--- config.mk ---
export PLATFORM = sky130hd
export DESIGN_NAME = half_single_float_converter_core
export DESIGN_NICKNAME = d
export VERILOG_FILES = /design/src/sv/hsfc_pkg.sv /design/src/sv/hsfc_conv.sv /design/src/sv/half_single_float_converter_core.sv
export SDC_FILE = /design/constraint.sdc
export NUM_CORES = 1
export LEC_CHECK = 0
export BUFFER_PORTS_ARGS = -buffer_cell sky130_fd_sc_hd__buf_4
export CAP_MARGIN = 30
export CORE_MARGIN = 1.5
export CORE_UTILIZATION = 30
export CTS_CLUSTER_SIZE = 10
export DETAILED_ROUTE_END_ITERATION = 8
export PLACE_DENSITY_LB_ADDON = 0.15
export REMOVE_ABC_BUFFERS = 1
export SETUP_SLACK_MARGIN = 0.1
export SLEW_MARGIN = 10
export SYNTH_ARGS = -nofsm -noshare
export SYNTH_HDL_FRONTEND = slang
export SYNTH_SLANG_ARGS = --single-unit
--- constraint.sdc ---
create_clock -name i_clk -period 5 [get_ports i_clk]
set_input_delay 0 -clock i_clk [delete_from_list [all_inputs] [get_ports i_clk]]
set_output_delay 0 -clock i_clk [all_outputs]
set_load 0.02 [all_outputs]
--- src/sv/hsfc_pkg.sv ---
// Shared types and constants for the half/single float converter.
// No dependencies; used by hsfc_conv and half_single_float_converter_core.
`timescale 1ns / 1ps
`default_nettype none

package hsfc_pkg;

    // Request codes carried on req_type
    localparam logic REQ_SINGLE_TO_HALF = 1'b0;
    localparam logic REQ_HALF_TO_SINGLE = 1'b1;

    // Half precision constants
    localparam logic [14:0] HALF_INF_MAG  = 15'h7c00;
    localparam logic [7:0]  SGL_EXP_MAX   = 8'hff;

    // Single exponent bounds for single to half
    localparam logic [7:0] SGL_EXP_DENORM_LO = 8'd103;  // smallest half denormal
    localparam logic [7:0] SGL_EXP_DENORM_HI = 8'd112;  // largest half denormal
    localparam logic [7:0] SGL_EXP_NORMAL_HI = 8'd142;  // largest half normal
    localparam logic [7:0] SGL_EXP_BIAS_DIFF = 8'd112;  // 127 - 15

    // Converted word with its half classification
    typedef struct packed {
        logic [31:0] result_bits;
        logic        half_is_nan;
        logic        half_is_infinity;
        logic        half_sign;
    } t_conv_res;

endpackage

`default_nettype wire

--- src/sv/hsfc_conv.sv ---
// Combinational conversion between single and half bit patterns.
// Depends on hsfc_pkg for request codes, constants and the result struct.
`timescale 1ns / 1ps
`default_nettype none

module hsfc_conv (
    input  wire logic              i_req_type,
    input  wire logic [31:0]       i_operand_bits,
    output hsfc_pkg::t_conv_res    o_res
);

    // single to half
    logic        s_sign;
    logic [7:0]  s_exp;
    logic [22:0] s_man;
    logic [14:0] s2h_mag;
    logic [7:0]  dn_one_sh;
    logic [7:0]  dn_man_sh;
    logic [10:0] dn_one;
    logic [22:0] dn_man;
    logic [7:0]  nm_exp;

    // half to single
    logic [15:0] half_in;
    logic [4:0]  h_exp;
    logic [9:0]  h_man;
    logic [3:0]  lead_pos;
    logic [3:0]  norm_sh;
    logic [9:0]  norm_man;
    logic [7:0]  dn_exp;
    logic [31:0] h2s_bits;

    logic [15:0] half_val;

    assign s_sign = i_operand_bits[31];
    assign s_exp  = i_operand_bits[30:23];
    assign s_man  = i_operand_bits[22:0];

    // Denormal: implicit one shifted right by 113-ex, mantissa by 126-ex
    assign dn_one_sh = 8'd113 - s_exp;
    assign dn_man_sh = 8'd126 - s_exp;
    assign dn_one    = 11'h400 >> dn_one_sh[3:0];
    assign dn_man    = s_man >> dn_man_sh[4:0];
    assign nm_exp    = s_exp - hsfc_pkg::SGL_EXP_BIAS_DIFF;

    always_comb begin
        if (s_exp < hsfc_pkg::SGL_EXP_DENORM_LO) begin
            s2h_mag = '0;                       // flush to zero
        end else if (s_exp <= hsfc_pkg::SGL_EXP_DENORM_HI) begin
            s2h_mag = {4'b0, dn_one} | dn_man[14:0];
        end else if (s_exp <= hsfc_pkg::SGL_EXP_NORMAL_HI) begin
            s2h_mag = {nm_exp[4:0], s_man[22:13]};
        end else if (s_exp != hsfc_pkg::SGL_EXP_MAX) begin
            s2h_mag = hsfc_pkg::HALF_INF_MAG;   // overflow
        end else begin
            s2h_mag = hsfc_pkg::HALF_INF_MAG | {5'b0, s_man[22:13]};
        end
    end

    assign half_in = i_operand_bits[15:0];
    assign h_exp   = half_in[14:10];
    assign h_man   = half_in[9:0];

    // Leading one of a denormal mantissa
    always_comb begin
        lead_pos = '0;
        for (int i = 0; i < 10; i++) begin
            if (h_man[i]) begin
                lead_pos = 4'(i);
            end
        end
    end

    assign norm_sh  = 4'd10 - lead_pos;
    assign norm_man = h_man << norm_sh;
    assign dn_exp   = 8'd103 + {4'b0, lead_pos};

    always_comb begin
        if (h_exp == 5'd0) begin
            if (h_man == 10'd0) begin
                h2s_bits = {half_in[15], 31'b0};
            end else begin
                h2s_bits = {half_in[15], dn_exp, norm_man, 13'b0};
            end
        end else if (h_exp == 5'h1f) begin
            h2s_bits = {half_in[15], hsfc_pkg::SGL_EXP_MAX, h_man, 13'b0};
        end else begin
            h2s_bits = {half_in[15], {3'b0, h_exp} + hsfc_pkg::SGL_EXP_BIAS_DIFF,
                        h_man, 13'b0};
        end
    end

    always_comb begin
        if (i_req_type == hsfc_pkg::REQ_SINGLE_TO_HALF) begin
            half_val          = {s_sign, s2h_mag};
            o_res.result_bits = {16'b0, s_sign, s2h_mag};
        end else begin
            half_val          = half_in;
            o_res.result_bits = h2s_bits;
        end
        o_res.half_is_nan      = half_val[14:0] > hsfc_pkg::HALF_INF_MAG;
        o_res.half_is_infinity = half_val[14:0] == hsfc_pkg::HALF_INF_MAG;
        o_res.half_sign        = half_val[15];
    end

endmodule

`default_nettype wire

--- src/sv/half_single_float_converter_core.sv ---
// Top level of the half/single float converter: input register, conversion
// logic and result register. Depends on hsfc_pkg and hsfc_conv.
`timescale 1ns / 1ps
`default_nettype none

// Usage:
//   Input channel (i_valid / o_stall) carries one word: i_req_type selects
//   single to half (0) or half to single (1), i_operand_bits the pattern.
//   Output channel (o_valid / i_stall) returns one word per input word:
//   o_result_bits plus the half classification flags and sign.
//   A word is taken at a rising edge with valid high and stall low.
// Pipeline: two register stages. The accepted word lands in the input register
//   at the accepting edge; combinational conversion logic feeds the result
//   register, which loads whenever it is empty or being drained.
// Throughput: one word per cycle while the receiver does not stall;
//   both registers advance together whenever the output is not held.
// Stall: while the receiver stalls, the result register holds its word and
//   the input register still fills if empty, so one more word is taken.
//   o_stall rises only when both registers are occupied and the result is
//   stalled.
// Reset: i_rst_n low, sampled on i_clk, empties both registers; payload
//   registers keep whatever they held.
module half_single_float_converter_core (
    input  wire logic        i_clk,
    input  wire logic        i_rst_n,
    input  wire logic        i_valid,
    output      logic        o_stall,
    input  wire logic        i_req_type,
    input  wire logic [31:0] i_operand_bits,
    output      logic        o_valid,
    input  wire logic        i_stall,
    output      logic [31:0] o_result_bits,
    output      logic        o_half_is_nan,
    output      logic        o_half_is_infinity,
    output      logic        o_half_sign
);

    logic                r_in_valid;
    logic                r_req_type;
    logic [31:0]         r_operand_bits;
    logic                r_out_valid;
    hsfc_pkg::t_conv_res r_res;
    hsfc_pkg::t_conv_res n_res;

    logic out_load;
    logic in_load;

    // Result register may load when empty or being drained this cycle
    assign out_load = !r_out_valid || !i_stall;
    // Input register may load when empty or moving into the result register
    assign in_load  = !r_in_valid || out_load;
    assign o_stall  = !in_load;

    hsfc_conv u_conv (
        .i_req_type     (r_req_type),
        .i_operand_bits (r_operand_bits),
        .o_res          (n_res)
    );

    // Control: advance valid bits, clear on reset
    always_ff @(posedge i_clk) begin
        if (!i_rst_n) begin
            r_in_valid  <= 1'b0;
            r_out_valid <= 1'b0;
        end else begin
            if (in_load) begin
                r_in_valid <= i_valid;
            end
            if (out_load) begin
                r_out_valid <= r_in_valid;
            end
        end
    end

    // Payload: hold while stalled, no reset
    always_ff @(posedge i_clk) begin
        if (in_load && i_valid) begin
            r_req_type     <= i_req_type;
            r_operand_bits <= i_operand_bits;
        end
        if (out_load && r_in_valid) begin
            r_res <= n_res;
        end
    end

    assign o_valid            = r_out_valid;
    assign o_result_bits      = r_res.result_bits;
    assign o_half_is_nan      = r_res.half_is_nan;
    assign o_half_is_infinity = r_res.half_is_infinity;
    assign o_half_sign        = r_res.half_sign;

endmodule

`default_nettype wire

# Word level (Yosys, flattened, before mapping)

Index checks and enable logic that the tools add are counted.

Bits of input ports: 37
Bits in registers: 70
Output and inout bits: 37

Shift operators: 3
Order comparisons: 4
Equality and inequality tests: 3
Bitwise gates (word level): 1
Reduce and logical (&&, ||, !) cells: 10
Muxes and demuxes: 18
Add/sub/neg operators: 6

Operators by type and width:

| operator                | number |
|---|---|
| $mux W31                | 3 |
| $mux W15                | 3 |
| $mux W16                | 2 |
| $shr A23 B5 Y15         | 1 |
| $eq A15 B15 Y1 const B  | 1 |
| $gt A15 B15 Y1 const B  | 1 |
| $or A11 B15 Y15         | 1 |
| $mux W3                 | 4 |
| $shr A11 B4 Y11 const A | 1 |
| $logic_not A10 Y1       | 1 |
| $mux W10                | 1 |
| $shl A10 B4 Y10         | 1 |
| $add A5 B7 Y8 const B   | 1 |
| $add A7 B4 Y8 const A   | 1 |
| $le A8 B7 Y1 const B    | 1 |
| $le A8 B8 Y1 const B    | 1 |
| $lt A8 B7 Y1 const B    | 1 |
| $mux W4                 | 2 |
| $ne A8 B8 Y1 const B    | 1 |
| $eq A5 B5 Y1 const B    | 1 |
| $logic_not A5 Y1        | 1 |
| $sub A5 B5 Y5 const A   | 1 |
| $sub A5 B5 Y5 const B   | 1 |
| $logic_not A1 Y1        | 4 |
| 6 further kinds         | 9 |

# Depth between registers and ports, before layout

Depth after elaboration: 14
Depth in mapped cells: 17

# By module

From an unflattened synthesis, not the netlist that was laid out.

Cells, all modules: 466
Area, all modules: 4794.6 um2

By module, submodules not included:

| module                           | area an instance (um2) | cells each | instances |
|---|---|---|---|
| hsfc_conv                        | 2668.8                 | 390        | 1 |
| half_single_float_converter_core | 2125.8                 | 76         | 1 |

# Least setup slack after synthesis

No wires, ideal clock.

Path kind: flip-flop to flip-flop
From: reg r_operand_bits[23]
To: reg r_res, in the netlist o_half_is_nan (data pin)
Required time: 4.746 ns
Path slack: 1.373 ns
Buffers on the path: 7
Clock period less this slack: 3.627 ns
Data arrival time: 3.373 ns
Stages on the path, launching flop included: 17
Path through: edfxtp_1 -> buf_2 -> buf_2 -> inv_2 -> clkbuf_1 -> ha_1 -> buf_6 -> buf_12 -> buf_12 -> buf_8 -> mux4_2 -> nand2_1 -> a21oi_1 -> o311a_4 -> nor4_2 -> nand4b_1 -> nor2b_1

RTL lines:

| what                   | line                                   | source |
|---|---|---|
| start, declared        | half_single_float_converter_core.sv:40 | `logic [31:0] r_operand_bits;` |
| start signal, assigned | half_single_float_converter_core.sv:79 | `r_operand_bits <= i_operand_bits;` |
| end signal, assigned   | half_single_float_converter_core.sv:82 | `r_res <= n_res;` |
| end, declared          | half_single_float_converter_core.sv:42 | `hsfc_pkg::t_conv_res r_res;` |

==> impl_metrics.toml <==
[worst_setup_path]
cp_slowest_stage_delay_ns = 0.95
worstPathMaxFanout = 22
cp_cell_sequence = "inv_1 -> ha_1 -> buf_4 -> mux4_1 -> and3_1 -> o21ai_0 -> a311oi_1 -> a2111oi_0 -> nand4b_1 -> nor2b_1"
worstPathArrival_ns = 4.08
path_buf_inv = 2
cp-startpoint = "r_operand_bits[24]"
worstSetupPathType = "flop to flop"
worst-endpoint-required_ns = 5.10
start_kind = "flop"
critPathCaptureType = "flop"
cp_top_family = "adder cells"
rr_startpoint = "r_operand_bits[24]"
crit_path_top_delay_cell = "ha_1"

[power_and_ir_drop]
p_clk_share_pct = 36.3
pwr-share-seq_pct = 40.3
max-vdd-ir-drop_mv = 0.160
switching_share_pct = 29.9
cellPowerDensity_mw_per_mm2 = 286
p_leak_nw = 2.39
internal_power_mw = 1.24
power_frac_comb_pct = 23.4
switchingPower_mw = 0.532

[clocking]
numCtsBuffers = 9
clkLatencyLatePin_ns = 0.35
cts_repair_resize_count = 0
cts_buffer_depth = 2
path_clk_slew_ns = 0.07
htreeDepth = 3
cts_tree = "yes"
root_buffer = "clkbuf_16"
post_cts_buffers = 0
cts_hold_buf = 36
cts_sinks = 69

[logic_synthesis]
yosys_warnings = 0
ys_seq_elements = 69
synthSimpleGateAreaFrac_pct = 15.5
synthAdderAreaFrac_pct = 2.60
synth_top_family_by_area = "compound AO/OA/AOI/OAI gates"
synthArstFlopShare_pct = 0
yosysTopAreaCell = "edfxtp_1"
syn_inst = 466
synth_common_cells = "edfxtp_1, nand2_1, a21oi_1"
synth-main-ff-cell = "edfxtp_1"
yosysTopAreaCellShare_pct = 41.8
synth_compound_area_share_pct = 19.3
ys_seq_area_share_pct = 42.6
synthXorXnorAreaFrac_pct = 1.43
synthDistinctLibCells = 72
synth_most_common_cell = "edfxtp_1"
syn_area_mm2 = 0.00482
synth_edf_count = 67
synth_mux_area_share_pct = 13.1
syn_avg_cell_area_um2 = 10.3
synth_area_leaders = "edfxtp_1, mux2i_1, a21oi_1, mux4_2, nand2_1"

[drt]
wl_per_cell_um = 18.7
totalWireLength_um = 14600
vias = 4146
detail-route-antenna-nets = 0
vias_per_cell = 5.30
drc_errors = 0
initialDrtViolationCount = 363
first_pass_iters = 5

[timing]
hold_viol_final = 0
hold_slack_ns = 0.0952
skew_ns = 0.0100
setup_viol = 0
timing.fmax_mhz = 251
finalCriticalPeriod_ns = 3.98
worst_pin_slew_ns = 0.971
max_slew_margin_pct = 35.2
fin_crit_sh_pct = 79.6
rsz0062_at_grt = "false"
slew_violations = 0
tns_ns = 0

[cells_and_area]
drive_gt1_share_pct = 22.8
fin_nets = 608
diodes = 0
syn_to_final_growth_pct = 28.8
fin_util_pct = 39.3

[floorplanning]
die_area_mm2 = 0.0168
io_pins = 74
coreArea_mm2 = 0.0158
start_util_pct = 30.5
dieWidth_um = 130
row_count = 46
die_y_um = 130

[placement]
place_congestion = 0.898
io_buffers = 73
dp_hpwl_um = 10600

[grt]
antenna_found_initial = 0
grt_pass1_wl_um = 22000
grtUsageTotal_pct = 17.7
grt_pass1_vias = 3741
grt_max_degree = 34
grt-ovfl-total = 0

[hold_path]
hp-class = "input port to flop"
holdCritStartpoint = "i_valid"

[run]
drv_cap = 0

[run_status]
outcome = "finished clean"
-- cell families (layout without fill, tap and decap cells) --
group                      count (synthesis)  count (layout)
AOI/OAI and AO/OA                        133             133
xor gates and xnor gates                   7               7
adders and majority gates                 10              10
buffers and inverters                     50             150
DFF                                       69              69
muxes                                     44              44
and+or+nand+nor                          153             153
-- state kept, by name, indices dropped and copies added (netlist names) --
signal,count
o_valid,1
o_result_bits,31
o_half_is_infinity,1
r_req_type,1
o_half_sign,1
r_operand_bits,32
r_in_valid,1
o_half_is_nan,1
-- power groups by stage --
stage,Sequential [mW],Clock [mW],Combinational [mW]
after floorplan,0.734,0,0.233
after global placement,0.727,0,0.389
after detailed placement,0.727,0,0.388
after CTS,0.715,0.664,0.411
after global routing,0.720,0.687,0.449
final,0.715,0.646,0.416
-- area by class of cell --
cell class              instances  area [µm²]
well taps                     216         270
flip-flops and latches         69        2050
repair buffers                121        1020
fillers                      1615        9570
inverters                      13        48.8
clock buffers                   9         225
clock inverters                 7        66.3
multi-input cells             347        2520
-- per-layer routing --
metal / up-vias / GRT usage, % / part of all wire (%)
met5: - / 0 / 0
met4: 0 / 7.25 / 2.0
met3: 21 / 3.08 / 4.6
met2: 156 / 25.4 / 43
met1: 1980 / 26.2 / 50
li1: 1989 / - / -
-- placed cells by master, fill, tap and decap left out, types with 8 or more instances in the layout --
cell type / synthesis / routed
buf_4: 3 / 83
edfxtp_1: 67 / 67
nand2_1: 46 / 46
a21oi_1: 36 / 36
dlygate4sd3_1: 0 / 36
nor2_1: 35 / 35
mux2i_1: 23 / 23
nand3_1: 21 / 21
o21ai_0: 17 / 17
inv_1: 12 / 12
ha_1: 10 / 10
or3_1: 9 / 9
clkbuf_16: 0 / 9
mux4_2: 8 / 8
mux2_2: 8 / 8
-- metrics by stage --
step	instances	cell area, µm²	setup WS [ns]	power (mW)
detailed placement	729	5530	1.07	1.11
global placement	728	5510	1.10	1.12
finish	782	6200	1.02	1.78
CTS	781	6180	1.06	1.79
floorplan	429	4600	0.885	0.967
global route	782	6200	0.697	1.86
-- final timing paths --
check / slack [ns] / endpoint / depth (start not counted)
setup / recovery: 1.02 / o_half_is_nan / 10
hold / removal: 0.1 / r_req_type / 2
setup reg to reg: 1.02 / o_half_is_nan / 10
hold reg to reg: 0.51 / o_valid / 2
(Power assumes the default switching activity.)
